==> src/sv/fvm_pkg.sv <==
`timescale 1ns / 1ps
// fvm_pkg: shared types and constants for the FAT volume mount and cluster map.
// No dependencies.
package fvm_pkg;

  localparam int BOOT_SECTOR_BYTES = 512;
  localparam int MAX_SECTOR_BYTES  = 4096;
  localparam int POS_W             = $clog2(MAX_SECTOR_BYTES + 1);

  localparam logic [1:0] OPC_BYTE   = 2'd0;
  localparam logic [1:0] OPC_FIRST  = 2'd1;
  localparam logic [1:0] OPC_LOOKUP = 2'd2;

  localparam logic [7:0]  JMP_SHORT          = 8'hEB;
  localparam logic [7:0]  JMP_NEAR           = 8'hE9;
  localparam logic [31:0] FAT32_MIN_CLUSTERS = 32'd65525;
  localparam logic [31:0] FAT32_ENTRY_MASK   = 32'h0FFF_FFFF;

  // boot sector field offsets
  localparam logic [POS_W-1:0] OFS_BPS      = POS_W'(12'h00B);
  localparam logic [POS_W-1:0] OFS_SPC      = POS_W'(12'h00D);
  localparam logic [POS_W-1:0] OFS_RSVD     = POS_W'(12'h00E);
  localparam logic [POS_W-1:0] OFS_NFATS    = POS_W'(12'h010);
  localparam logic [POS_W-1:0] OFS_ROOTENT  = POS_W'(12'h011);
  localparam logic [POS_W-1:0] OFS_TOT16    = POS_W'(12'h013);
  localparam logic [POS_W-1:0] OFS_FAT16    = POS_W'(12'h016);
  localparam logic [POS_W-1:0] OFS_TOT32    = POS_W'(12'h020);
  localparam logic [POS_W-1:0] OFS_FAT32    = POS_W'(12'h024);
  localparam logic [POS_W-1:0] OFS_ROOTCLUS = POS_W'(12'h02C);
  localparam logic [POS_W-1:0] OFS_PSTART   = POS_W'(12'h1C6);

  typedef enum logic [1:0] {
    OP_BYTE,
    OP_FIRST,
    OP_LOOKUP,
    OP_NONE
  } cmd_op_e;

  typedef struct packed {
    cmd_op_e     op;
    logic [7:0]  data;
    logic        last;
    logic [27:0] cluster;
  } cmd_t;

  typedef enum logic [2:0] {
    KIND_READ    = 3'd0,
    KIND_MOUNTED = 3'd1,
    KIND_ERROR   = 3'd2,
    KIND_FIRST   = 3'd3,
    KIND_NEXT    = 3'd4
  } kind_e;

  typedef enum logic [2:0] {
    PH_BOOT0,
    PH_BOOT1,
    PH_READY,
    PH_FAT,
    PH_FAIL
  } phase_e;

  typedef enum logic [2:0] {
    SEQ_IDLE,
    SEQ_SPAN,
    SEQ_CC_START,
    SEQ_CC_WAIT,
    SEQ_BASES,
    SEQ_ROOT,
    SEQ_LOOKUP
  } seq_e;

  typedef struct packed {
    logic        start;
    logic [31:0] dividend;
    logic [15:0] divisor;
  } div_req_t;

  typedef struct packed {
    logic        done;
    logic [31:0] quot;
    logic [15:0] rem;
  } div_rsp_t;

endpackage

==> src/sv/fvm_front.sv <==
`timescale 1ns / 1ps
// fvm_front: accepts input transactions, decodes the operation and queues commands.
// Depends on fvm_pkg.
module fvm_front import fvm_pkg::*; (
  input  logic        clk_i,
  input  logic        rst_ni,
  input  logic        push,
  output logic        full,
  input  logic [1:0]  operation_i,
  input  logic [7:0]  data_byte_i,
  input  logic        last_byte_i,
  input  logic [27:0] cluster_i,
  output logic        cmd_valid_o,
  output cmd_t        cmd_o,
  input  logic        cmd_pop_i
);

  cmd_t       fifo_q [2];
  logic       wr_ptr_q, rd_ptr_q;
  logic [1:0] count_q;
  logic       do_push, do_pop;
  cmd_t       cmd_in;

  // classify the operation
  always_comb begin
    cmd_in.data    = data_byte_i;
    cmd_in.last    = last_byte_i;
    cmd_in.cluster = cluster_i;
    case (operation_i)
      OPC_BYTE:   cmd_in.op = OP_BYTE;
      OPC_FIRST:  cmd_in.op = OP_FIRST;
      OPC_LOOKUP: cmd_in.op = OP_LOOKUP;
      default:    cmd_in.op = OP_NONE;
    endcase
  end

  assign full        = (count_q == 2'd2);
  assign do_push     = push && !full;
  assign cmd_valid_o = (count_q != 2'd0);
  assign do_pop      = cmd_pop_i && cmd_valid_o;
  assign cmd_o       = fifo_q[rd_ptr_q];

  // two-entry command queue
  always_ff @(posedge clk_i or negedge rst_ni) begin
    if (!rst_ni) begin
      wr_ptr_q <= 1'b0;
      rd_ptr_q <= 1'b0;
      count_q  <= 2'd0;
    end else begin
      if (do_push) wr_ptr_q <= !wr_ptr_q;
      if (do_pop)  rd_ptr_q <= !rd_ptr_q;
      count_q <= count_q + 2'(do_push) - 2'(do_pop);
    end
  end

  always_ff @(posedge clk_i) begin
    if (do_push) fifo_q[wr_ptr_q] <= cmd_in;
  end

endmodule

==> src/sv/fvm_div.sv <==
`timescale 1ns / 1ps
// fvm_div: iterative restoring divider, 32-bit dividend by 16-bit divisor, one bit a cycle.
// Depends on fvm_pkg.
module fvm_div import fvm_pkg::*; (
  input  logic     clk_i,
  input  logic     rst_ni,
  input  div_req_t req_i,
  output div_rsp_t rsp_o
);

  logic        busy_q, done_q;
  logic [4:0]  cnt_q;
  logic [31:0] quo_q;
  logic [15:0] rem_q, den_q;
  logic [16:0] trial;
  logic        fits;

  assign trial = {rem_q, quo_q[31]};
  assign fits  = (trial >= {1'b0, den_q});

  always_ff @(posedge clk_i or negedge rst_ni) begin
    if (!rst_ni) begin
      busy_q <= 1'b0;
      done_q <= 1'b0;
      cnt_q  <= '0;
      quo_q  <= '0;
      rem_q  <= '0;
      den_q  <= '0;
    end else begin
      done_q <= 1'b0;
      if (req_i.start) begin
        busy_q <= 1'b1;
        cnt_q  <= '0;
        quo_q  <= req_i.dividend;
        rem_q  <= '0;
        den_q  <= req_i.divisor;
      end else if (busy_q) begin
        // shift in one dividend bit, subtract when it fits
        rem_q <= fits ? 16'(trial - {1'b0, den_q}) : trial[15:0];
        quo_q <= {quo_q[30:0], fits};
        cnt_q <= cnt_q + 5'd1;
        if (cnt_q == 5'd31) begin
          busy_q <= 1'b0;
          done_q <= 1'b1;
        end
      end
    end
  end

  assign rsp_o.done = done_q;
  assign rsp_o.quot = quo_q;
  assign rsp_o.rem  = rem_q;

endmodule

==> src/sv/fvm_back.sv <==
`timescale 1ns / 1ps
// fvm_back: executes queued commands: boot sector capture, mount arithmetic, queries.
// Depends on fvm_pkg and fvm_div.
module fvm_back import fvm_pkg::*; (
  input  logic        clk_i,
  input  logic        rst_ni,
  input  logic        cmd_valid_i,
  input  cmd_t        cmd_i,
  output logic        cmd_pop_o,
  output logic        empty,
  input  logic        pop,
  output logic [2:0]  kind_o,
  output logic [31:0] sector_o,
  output logic [27:0] next_cluster_o,
  output logic        is_fat32_o,
  output logic [15:0] bytes_per_sector_o,
  output logic [7:0]  sectors_per_cluster_o,
  output logic [31:0] fat_start_sector_o,
  output logic [31:0] first_data_sector_o,
  output logic [31:0] root_dir_sector_o,
  output logic [15:0] root_dir_sectors_o,
  output logic [31:0] data_clusters_o
);

  phase_e phase_q, phase_d;
  seq_e   seq_q, seq_d;
  logic [POS_W-1:0] pos_q, pos_d;
  logic [31:0] pstart_q, pstart_d;
  logic        hdr_q, hdr_d;
  logic [15:0] bps_q, bps_d, rsvd_q, rsvd_d, rootent_q, rootent_d;
  logic [15:0] tot16_q, tot16_d, fat16_q, fat16_d;
  logic [7:0]  spc_q, spc_d, nfats_q, nfats_d;
  logic [31:0] tot32_q, tot32_d, fat32_q, fat32_d, rclus_q, rclus_d;
  logic [31:0] rc_q, rc_d, fatspan_q, fatspan_d, rootmul_q, rootmul_d;
  // volume values
  logic        wide_q, wide_d;
  logic [15:0] vbps_q, vbps_d, span_q, span_d;
  logic [7:0]  vspc_q, vspc_d;
  logic [31:0] fbase_q, fbase_d, dbase_q, dbase_d, rbase_q, rbase_d, ccnt_q, ccnt_d;
  // lookup
  logic [15:0] eoff_q, eoff_d;
  logic [31:0] eval_q, eval_d;
  // result register
  logic        ovld_q, ovld_d;
  kind_e       okind_q, okind_d;
  logic [31:0] osec_q, osec_d;
  logic [27:0] onext_q, onext_d;

  div_req_t div_req;
  div_rsp_t div_rsp;

  logic        may_emit;
  logic [15:0] ediff;
  logic [31:0] fo, fsz, dsecs;

  fvm_div u_div (
    .clk_i  (clk_i),
    .rst_ni (rst_ni),
    .req_i  (div_req),
    .rsp_o  (div_rsp)
  );

  // command execution and mount sequencer
  always_comb begin
    phase_d = phase_q;  seq_d = seq_q;  pos_d = pos_q;  pstart_d = pstart_q;
    hdr_d = hdr_q;  bps_d = bps_q;  rsvd_d = rsvd_q;  rootent_d = rootent_q;
    tot16_d = tot16_q;  fat16_d = fat16_q;  spc_d = spc_q;  nfats_d = nfats_q;
    tot32_d = tot32_q;  fat32_d = fat32_q;  rclus_d = rclus_q;  rc_d = rc_q;
    fatspan_d = fatspan_q;  rootmul_d = rootmul_q;
    wide_d = wide_q;  vbps_d = vbps_q;  span_d = span_q;  vspc_d = vspc_q;
    fbase_d = fbase_q;  dbase_d = dbase_q;  rbase_d = rbase_q;  ccnt_d = ccnt_q;
    eoff_d = eoff_q;  eval_d = eval_q;
    ovld_d = ovld_q && !pop;  okind_d = okind_q;  osec_d = osec_q;  onext_d = onext_q;
    cmd_pop_o = 1'b0;
    div_req = '0;
    may_emit = !(cmd_i.op == OP_BYTE && !cmd_i.last);
    ediff = {{(16-POS_W){1'b0}}, pos_q} - eoff_q;
    fo = wide_q ? {2'b00, cmd_i.cluster, 2'b00} : {3'b000, cmd_i.cluster, 1'b0};
    fsz = (fat16_q != 16'd0) ? {16'd0, fat16_q} : fat32_q;
    dsecs = tot16_q != 16'd0 ? {16'd0, tot16_q} : tot32_q;
    dsecs = dsecs - ({16'd0, rsvd_q} + fatspan_q + {16'd0, span_q});

    case (seq_q)
      SEQ_IDLE: begin
        if (cmd_valid_i && (!may_emit || !ovld_q)) begin
          cmd_pop_o = 1'b1;
          case (phase_q)
            PH_FAIL: begin
              if (cmd_i.op == OP_FIRST || cmd_i.op == OP_LOOKUP) begin
                ovld_d = 1'b1;  okind_d = KIND_ERROR;  osec_d = '0;  onext_d = '0;
              end
            end
            PH_BOOT0, PH_BOOT1: begin
              if (cmd_i.op == OP_BYTE) begin
                if (pos_q == '0) begin
                  bps_d = '0;  spc_d = '0;  rsvd_d = '0;  nfats_d = '0;  rootent_d = '0;
                  tot16_d = '0;  fat16_d = '0;  tot32_d = '0;  fat32_d = '0;  rclus_d = '0;
                  if (phase_q == PH_BOOT0) pstart_d = '0;
                  hdr_d = (cmd_i.data == JMP_SHORT) || (cmd_i.data == JMP_NEAR);
                end
                // little-endian field capture
                if (pos_q < POS_W'(BOOT_SECTOR_BYTES)) begin
                  case (pos_q)
                    OFS_BPS:                   bps_d[7:0]      = cmd_i.data;
                    POS_W'(OFS_BPS + 1):       bps_d[15:8]     = cmd_i.data;
                    OFS_SPC:                   spc_d           = cmd_i.data;
                    OFS_RSVD:                  rsvd_d[7:0]     = cmd_i.data;
                    POS_W'(OFS_RSVD + 1):      rsvd_d[15:8]    = cmd_i.data;
                    OFS_NFATS:                 nfats_d         = cmd_i.data;
                    OFS_ROOTENT:               rootent_d[7:0]  = cmd_i.data;
                    POS_W'(OFS_ROOTENT + 1):   rootent_d[15:8] = cmd_i.data;
                    OFS_TOT16:                 tot16_d[7:0]    = cmd_i.data;
                    POS_W'(OFS_TOT16 + 1):     tot16_d[15:8]   = cmd_i.data;
                    OFS_FAT16:                 fat16_d[7:0]    = cmd_i.data;
                    POS_W'(OFS_FAT16 + 1):     fat16_d[15:8]   = cmd_i.data;
                    OFS_TOT32:                 tot32_d[7:0]    = cmd_i.data;
                    POS_W'(OFS_TOT32 + 1):     tot32_d[15:8]   = cmd_i.data;
                    POS_W'(OFS_TOT32 + 2):     tot32_d[23:16]  = cmd_i.data;
                    POS_W'(OFS_TOT32 + 3):     tot32_d[31:24]  = cmd_i.data;
                    OFS_FAT32:                 fat32_d[7:0]    = cmd_i.data;
                    POS_W'(OFS_FAT32 + 1):     fat32_d[15:8]   = cmd_i.data;
                    POS_W'(OFS_FAT32 + 2):     fat32_d[23:16]  = cmd_i.data;
                    POS_W'(OFS_FAT32 + 3):     fat32_d[31:24]  = cmd_i.data;
                    OFS_ROOTCLUS:              rclus_d[7:0]    = cmd_i.data;
                    POS_W'(OFS_ROOTCLUS + 1):  rclus_d[15:8]   = cmd_i.data;
                    POS_W'(OFS_ROOTCLUS + 2):  rclus_d[23:16]  = cmd_i.data;
                    POS_W'(OFS_ROOTCLUS + 3):  rclus_d[31:24]  = cmd_i.data;
                    OFS_PSTART:
                      if (phase_q == PH_BOOT0) pstart_d[7:0]   = cmd_i.data;
                    POS_W'(OFS_PSTART + 1):
                      if (phase_q == PH_BOOT0) pstart_d[15:8]  = cmd_i.data;
                    POS_W'(OFS_PSTART + 2):
                      if (phase_q == PH_BOOT0) pstart_d[23:16] = cmd_i.data;
                    POS_W'(OFS_PSTART + 3):
                      if (phase_q == PH_BOOT0) pstart_d[31:24] = cmd_i.data;
                    default: ;
                  endcase
                end
                if (pos_q < POS_W'(MAX_SECTOR_BYTES)) pos_d = pos_q + 1'b1;
                if (cmd_i.last) begin
                  pos_d = '0;
                  if (hdr_d) begin
                    if (phase_q == PH_BOOT0) pstart_d = '0;
                    if (bps_d == '0 || spc_d == '0) begin
                      phase_d = PH_FAIL;
                      ovld_d = 1'b1;  okind_d = KIND_ERROR;  osec_d = '0;  onext_d = '0;
                    end else begin
                      // root directory span: ceil(entries * 32 / bps)
                      div_req.start    = 1'b1;
                      div_req.dividend = {11'd0, rootent_d, 5'd0} + {16'd0, bps_d} - 32'd1;
                      div_req.divisor  = bps_d;
                      seq_d = SEQ_SPAN;
                    end
                  end else if (phase_q == PH_BOOT0) begin
                    phase_d = PH_BOOT1;
                    ovld_d = 1'b1;  okind_d = KIND_READ;  osec_d = pstart_d;  onext_d = '0;
                  end else begin
                    phase_d = PH_FAIL;
                    ovld_d = 1'b1;  okind_d = KIND_ERROR;  osec_d = '0;  onext_d = '0;
                  end
                end
              end
            end
            PH_FAT: begin
              if (cmd_i.op == OP_BYTE) begin
                if (pos_q == '0) eval_d = '0;
                if (pos_q < POS_W'(MAX_SECTOR_BYTES)) begin
                  if ({{(16-POS_W){1'b0}}, pos_q} >= eoff_q &&
                      ediff < (wide_q ? 16'd4 : 16'd2)) begin
                    case (ediff[1:0])
                      2'd0:    eval_d[7:0]   = cmd_i.data;
                      2'd1:    eval_d[15:8]  = cmd_i.data;
                      2'd2:    eval_d[23:16] = cmd_i.data;
                      default: eval_d[31:24] = cmd_i.data;
                    endcase
                  end
                  pos_d = pos_q + 1'b1;
                end
                if (cmd_i.last) begin
                  pos_d = '0;
                  phase_d = PH_READY;
                  ovld_d = 1'b1;  okind_d = KIND_NEXT;  osec_d = '0;
                  onext_d = wide_q ? eval_d[27:0] : {12'd0, eval_d[15:0]};
                end
              end
            end
            PH_READY: begin
              if (cmd_i.op == OP_FIRST) begin
                ovld_d = 1'b1;  okind_d = KIND_FIRST;  onext_d = '0;
                osec_d = (cmd_i.cluster == '0) ? rbase_q :
                         32'(({4'd0, cmd_i.cluster} - 32'd2) * vspc_q) + dbase_q;
              end else if (cmd_i.op == OP_LOOKUP) begin
                div_req.start    = 1'b1;
                div_req.dividend = fo;
                div_req.divisor  = (vbps_q != '0) ? vbps_q : 16'd1;
                eval_d = '0;
                pos_d = '0;
                phase_d = PH_FAT;
                seq_d = SEQ_LOOKUP;
              end
            end
            default: ;
          endcase
        end
      end
      SEQ_SPAN: begin
        if (div_rsp.done) begin
          span_d = div_rsp.quot[15:0];
          fatspan_d = 32'(nfats_q * fsz);
          seq_d = SEQ_CC_START;
        end
      end
      SEQ_CC_START: begin
        // data clusters = data sectors / sectors per cluster
        div_req.start    = 1'b1;
        div_req.dividend = dsecs;
        div_req.divisor  = {8'd0, spc_q};
        seq_d = SEQ_CC_WAIT;
      end
      SEQ_CC_WAIT: begin
        if (div_rsp.done) begin
          ccnt_d = div_rsp.quot;
          wide_d = (div_rsp.quot >= FAT32_MIN_CLUSTERS);
          fbase_d = {16'd0, rsvd_q} + pstart_q;
          rc_d = (fat16_q != '0) ? 32'd0 : rclus_q;
          seq_d = SEQ_BASES;
        end
      end
      SEQ_BASES: begin
        dbase_d = fatspan_q + {16'd0, span_q} + fbase_q;
        rootmul_d = 32'((rc_q - 32'd2) * spc_q);
        seq_d = SEQ_ROOT;
      end
      SEQ_ROOT: begin
        rbase_d = wide_q ? rootmul_q + dbase_q : fbase_q + fatspan_q;
        vbps_d = bps_q;
        vspc_d = spc_q;
        phase_d = PH_READY;
        ovld_d = 1'b1;  okind_d = KIND_MOUNTED;  osec_d = '0;  onext_d = '0;
        seq_d = SEQ_IDLE;
      end
      SEQ_LOOKUP: begin
        if (div_rsp.done) begin
          eoff_d = div_rsp.rem;
          ovld_d = 1'b1;  okind_d = KIND_READ;  onext_d = '0;
          osec_d = div_rsp.quot + fbase_q;
          seq_d = SEQ_IDLE;
        end
      end
      default: seq_d = SEQ_IDLE;
    endcase
  end

  // state and volume registers
  always_ff @(posedge clk_i or negedge rst_ni) begin
    if (!rst_ni) begin
      phase_q <= PH_BOOT0;  seq_q <= SEQ_IDLE;  pos_q <= '0;  pstart_q <= '0;
      hdr_q <= 1'b0;  bps_q <= '0;  rsvd_q <= '0;  rootent_q <= '0;
      tot16_q <= '0;  fat16_q <= '0;  spc_q <= '0;  nfats_q <= '0;
      tot32_q <= '0;  fat32_q <= '0;  rclus_q <= '0;  rc_q <= '0;
      fatspan_q <= '0;  rootmul_q <= '0;
      wide_q <= 1'b0;  vbps_q <= '0;  span_q <= '0;  vspc_q <= '0;
      fbase_q <= '0;  dbase_q <= '0;  rbase_q <= '0;  ccnt_q <= '0;
      eoff_q <= '0;  eval_q <= '0;
      ovld_q <= 1'b0;  okind_q <= KIND_READ;  osec_q <= '0;  onext_q <= '0;
    end else begin
      phase_q <= phase_d;  seq_q <= seq_d;  pos_q <= pos_d;  pstart_q <= pstart_d;
      hdr_q <= hdr_d;  bps_q <= bps_d;  rsvd_q <= rsvd_d;  rootent_q <= rootent_d;
      tot16_q <= tot16_d;  fat16_q <= fat16_d;  spc_q <= spc_d;  nfats_q <= nfats_d;
      tot32_q <= tot32_d;  fat32_q <= fat32_d;  rclus_q <= rclus_d;  rc_q <= rc_d;
      fatspan_q <= fatspan_d;  rootmul_q <= rootmul_d;
      wide_q <= wide_d;  vbps_q <= vbps_d;  span_q <= span_d;  vspc_q <= vspc_d;
      fbase_q <= fbase_d;  dbase_q <= dbase_d;  rbase_q <= rbase_d;  ccnt_q <= ccnt_d;
      eoff_q <= eoff_d;  eval_q <= eval_d;
      ovld_q <= ovld_d;  okind_q <= okind_d;  osec_q <= osec_d;  onext_q <= onext_d;
    end
  end

  // volume values change only while no result waits
  assign empty                 = !ovld_q;
  assign kind_o                = okind_q;
  assign sector_o              = osec_q;
  assign next_cluster_o        = onext_q;
  assign is_fat32_o            = wide_q;
  assign bytes_per_sector_o    = vbps_q;
  assign sectors_per_cluster_o = vspc_q;
  assign fat_start_sector_o    = fbase_q;
  assign first_data_sector_o   = dbase_q;
  assign root_dir_sector_o     = rbase_q;
  assign root_dir_sectors_o    = span_q;
  assign data_clusters_o       = ccnt_q;

endmodule

==> src/sv/fat_volume_mount_and_cluster_map.sv <==
`timescale 1ns / 1ps
// Result path, with the command queue empty: a result passes through the command queue
//   and then the result register; a mount result also waits for two 32-step divider
//   passes, and a next-cluster read request waits for one pass.
// Throughput: one sector byte per cycle; a result-causing transaction waits until the
//   previous result is popped, and the serial divider holds the queue while it runs.
// Asynchronous active-low reset; afterwards the block expects sector 0.
module fat_volume_mount_and_cluster_map import fvm_pkg::*; (
  input  logic        clk_i,
  input  logic        rst_ni,
  input  logic        push,
  output logic        full,
  input  logic [1:0]  operation_i,
  input  logic [7:0]  data_byte_i,
  input  logic        last_byte_i,
  input  logic [27:0] cluster_i,
  output logic        empty,
  input  logic        pop,
  output logic [2:0]  kind_o,
  output logic [31:0] sector_o,
  output logic [27:0] next_cluster_o,
  output logic        is_fat32_o,
  output logic [15:0] bytes_per_sector_o,
  output logic [7:0]  sectors_per_cluster_o,
  output logic [31:0] fat_start_sector_o,
  output logic [31:0] first_data_sector_o,
  output logic [31:0] root_dir_sector_o,
  output logic [15:0] root_dir_sectors_o,
  output logic [31:0] data_clusters_o
);

  logic cmd_valid, cmd_pop;
  cmd_t cmd;

  fvm_front u_front (
    .clk_i       (clk_i),
    .rst_ni      (rst_ni),
    .push        (push),
    .full        (full),
    .operation_i (operation_i),
    .data_byte_i (data_byte_i),
    .last_byte_i (last_byte_i),
    .cluster_i   (cluster_i),
    .cmd_valid_o (cmd_valid),
    .cmd_o       (cmd),
    .cmd_pop_i   (cmd_pop)
  );

  fvm_back u_back (
    .clk_i                 (clk_i),
    .rst_ni                (rst_ni),
    .cmd_valid_i           (cmd_valid),
    .cmd_i                 (cmd),
    .cmd_pop_o             (cmd_pop),
    .empty                 (empty),
    .pop                   (pop),
    .kind_o                (kind_o),
    .sector_o              (sector_o),
    .next_cluster_o        (next_cluster_o),
    .is_fat32_o            (is_fat32_o),
    .bytes_per_sector_o    (bytes_per_sector_o),
    .sectors_per_cluster_o (sectors_per_cluster_o),
    .fat_start_sector_o    (fat_start_sector_o),
    .first_data_sector_o   (first_data_sector_o),
    .root_dir_sector_o     (root_dir_sector_o),
    .root_dir_sectors_o    (root_dir_sectors_o),
    .data_clusters_o       (data_clusters_o)
  );

endmodule

==> config.mk <==
export PLATFORM = sky130hd
export DESIGN_NAME = fat_volume_mount_and_cluster_map
export DESIGN_NICKNAME = d
export VERILOG_FILES = /design/src/sv/fvm_pkg.sv /design/src/sv/fvm_front.sv /design/src/sv/fvm_div.sv /design/src/sv/fvm_back.sv /design/src/sv/fat_volume_mount_and_cluster_map.sv
export SDC_FILE = /design/constraint.sdc
export NUM_CORES = 2
export LEC_CHECK = 0
export BUFFER_PORTS_ARGS = -buffer_cell sky130_fd_sc_hd__buf_2
export CAP_MARGIN = 20
export CORE_MARGIN = 2
export CORE_UTILIZATION = 58
export DETAILED_ROUTE_END_ITERATION = 16
export PLACE_DENSITY = 0.79
export SYNTH_ARGS = -nofsm -noshare
export SYNTH_HDL_FRONTEND = slang
export SYNTH_SLANG_ARGS = --single-unit
==> constraint.sdc <==
create_clock -name clk_i -period 8.93 [get_ports clk_i]
set_input_delay 0.893 -clock clk_i [delete_from_list [all_inputs] [get_ports clk_i]]
set_output_delay 0.893 -clock clk_i [all_outputs]
set_load 0.01 [all_outputs]
==> impl_results.md <==
- H-tree level count: 3
- Synth Area in Adders: 23.8%
- Worst Path Required: 9.49 ns
- Endpoints failing setup: 0
- Worst setup SP type: flop
- Initial Util: 58.5%
- Worst min path class: in2async
- Multi-input gate area: 43500 um^2
- Unrepaired setup endpoints after global routing: no
- Max-cap violations: 0
- Mapped Cells: 7367
- Syn-to-layout area delta: 8.81%
- Chip width: 344 um
- Die Ht: 344 um
- Leading cell type in the layout, fill and taps excluded: nand2_1
- Final Cycle Share: 91.7%
- Initial antenna violation count: 20
- DR WL/cell: 25.8 um
- Placed cell count: 8879
- Clock root cell: clkbuf_16
- Critical path arrival: 8.75 ns
- Gr ovfl total: 0
- Synthesized flop and latch total: 770
- CP Launch Point: u_front.rd_ptr_q
- Final nets: 8436
- Worst reg2reg path endpoint: u_back.sector_o[31]
- Complex-gate fraction of the synthesized area: 15.5%
- PD cells: 144 nW/um^2
- Global-route wire length before repair: 347000 um
- Pin count of the biggest net entering global routing: 177
- Die Footprint: 118000 um^2
- Crit. End Element: flop
- Hold buffer count at CTS: 0
- Synth Flop Type: dfrtp_1
- EDFF count, synth: 78
- Post-DR vias/cell: 6.38
- Drt initial violations: 7151
- R2r startpoint: u_front.rd_ptr_q
- Slew @ Worst Pin: 1.30 ns
- Slew Viols, Final: 0
- Antenna viol nets, final: 0
- Final TNS setup: 0 ns
- Minimum clock period: 8.19 ns
- Relative slew slack: 12.7%
- HPWL after DPL: 178000 um
- Simple logic cell fraction of the synthesized area: 17.0%
- PortBufs: 276
- Status: completed
- TritonRoute pass-1 iters: 12
- Finished Layout Cells: 9051
- Post-synthesis mux area share: 3.49%
- Max clock buf depth: 3
- Synth cell types: 95
- RePlAce Congestion: 1.04
- Vias: 57800
- Post-synthesis sequential area ratio: 29.4%
- Max FFs per register: 78
- Worst VDD drop: 0.275 mV
- Fmax: 0.122 GHz
- Hold Fails Final Rpt: 0
- Number of global-route vias before repair: 56000
- Cell Area, Synth: 67000 um^2
- Register area: 19700 um^2
- Syn_area_per_cell: 9.09 um^2
- Mapped Nets: 8344
- Worst reg-to-reg path cell count: 26
- Post-synth top area share: 25.9%
- Syn. warnings: 0
- CTS tree: done
- Synth area leaders: dfrtp_1 26%, fa_1 17%, ha_1 6.8%
- Kind of critical path: reg2reg
- Total GRT Usage: 39.4%
- Io pins: 277
- Drc violations: 0
- Most frequent cells in the layout: 978 x nand2_1, 691 x inv_1, 689 x dfrtp_1
- Layout cells sized above 1: 8.91%
- Register name with the most flops: u_front.fifo_q
- R2R setup slack: 0.74 ns
- Final Skew: 0.0613 ns
- Fillers: 9542
- Postcts setup bufs: 0
- Post-synth ARST share: 89.9%
- Core Region: 115000 um^2
- Worst skew pair latency: 0.72 ns
- Clock transition at the registers of the reported paths: 0.06 ns
- Main combinational cell family by area after synthesis: adder cells
- Row count: 124
- Leak Pwr: 0.0335 uW
- Post-synthesis xor/xnor area fraction: 4.89%
- CP Max Fanout: 53
- Clock sink total: 770
- Post-CTS Resized: 0
- Final WL: 234000 um
- Area leader, netlist: dfrtp_1
- TritonCTS Buffers: 86
==> cell usage after synthesis, types with 78 or more instances <==
cell,n
ha_1,365
a21o_1,128
nand3_1,239
dfrtp_1,692
a21oi_1,283
fa_1,569
nand2_1,979
o21ai_0,650
nor2b_1,113
inv_1,691
mux2i_1,121
nor3_1,87
edfxtp_1,78
and2_1,268
clkbuf_1,293
nor2_1,345
xor2_1,166
xnor2_1,203
==> logic make-up (layout without fill, tap and decap cells) <==
logic type | after synthesis | in the layout
AOI/OAI and AO/OA | 1655 | 1655
xor gates and xnor gates | 371 | 371
adders and majority gates | 934 | 934
buffers and inverters | 1051 | 1213
DFF | 770 | 770
muxes | 209 | 209
other | 0 | 10
and+or+nand+nor | 2377 | 2377
==> how the worst max path moves through the flow <==
stage / end / cells after the start / slack (ns)
final: u_back.sector_o[31] / 26 / 0.74
after global routing: u_back.sector_o[30] / 30 / 0.19
after CTS: u_back.sector_o[30] / 30 / 0.84
after detailed placement: u_back.sector_o[30] / 30 / 0.85
after global placement: u_back.sector_o[30] / 30 / 1.09
after floorplan: u_back.sector_o[30] / 38 / 0.14
==> stage by stage <==
step / hold WS, ns / setup slack (ns) / cell area, um^2 / power (uW) / utilization [%]
2_1_floorplan: 0.450 / 0.138 / 67000 / 5430 / -
3_3_place_gp: 0.456 / 1.09 / 69700 / 6550 / 60.9
3_5_place_dp: 0.464 / 0.853 / 69700 / 6580 / 60.9
4_1_cts: 0.255 / 0.843 / 72700 / 10400 / 63.5
5_1_grt: 0.327 / 0.187 / 72800 / 10800 / 63.6
6_report: 0.231 / 0.742 / 72900 / 10500 / 63.6
==> worst max-delay path: stages, from the launching register on <==
cell      delay, ns
dfrtp_4        0.85
mux2i_1        0.25
buf_4          0.22
ha_1           0.22
o211ai_1       0.20
nor3_1         0.73
o21ai_0        0.24
xor2_1         0.55
nand2_1        0.18
fa_1           0.53
inv_1          0.06
fa_1           0.48
fa_1           0.55
inv_1          0.05
fa_1           0.48
inv_1          0.04
ha_1           0.33
and2_1         0.25
nand3_1        0.10
a211oi_1       0.35
o211ai_1       0.21
a21oi_1        0.32
a311oi_1       0.18
and2_1         0.18
mux2_2         0.25
o21ai_1        0.12
o211ai_1       0.09
==> power by group <==
| part | switching [uW] | internal, uW |
|---|---|---|
| clock network | 1650 | 2190 |
| logic | 2080 | 711 |
| registers | 179 | 3700 |
==> layer usage <==
| metal | up-vias | wire length, um | global-route usage (%) |
|---|---|---|---|
| met5 | - | 264 | 1.24 |
| met4 | 12 | 14800 | 21.8 |
| met3 | 692 | 30400 | 12.9 |
| met2 | 3369 | 99600 | 58.0 |
| met1 | 28500 | 88500 | 51.3 |
| li1 | 25200 | - | - |
==> area by class of cell <==
| class | count | share of cell area [%] |
|---|---|---|
| Multi-Input combinational cell | 5546 | 59.7 |
| Clock inverter | 52 | 0.919 |
| Timing Repair Buffer | 364 | 2.98 |
| Inverter | 691 | 3.56 |
| Tap cell | 1512 | 2.60 |
| Sequential cell | 770 | 27.0 |
| Antenna cell | 10 | 0.0343 |
| Clock buffer | 106 | 3.22 |
(Power assumes the default switching activity.)
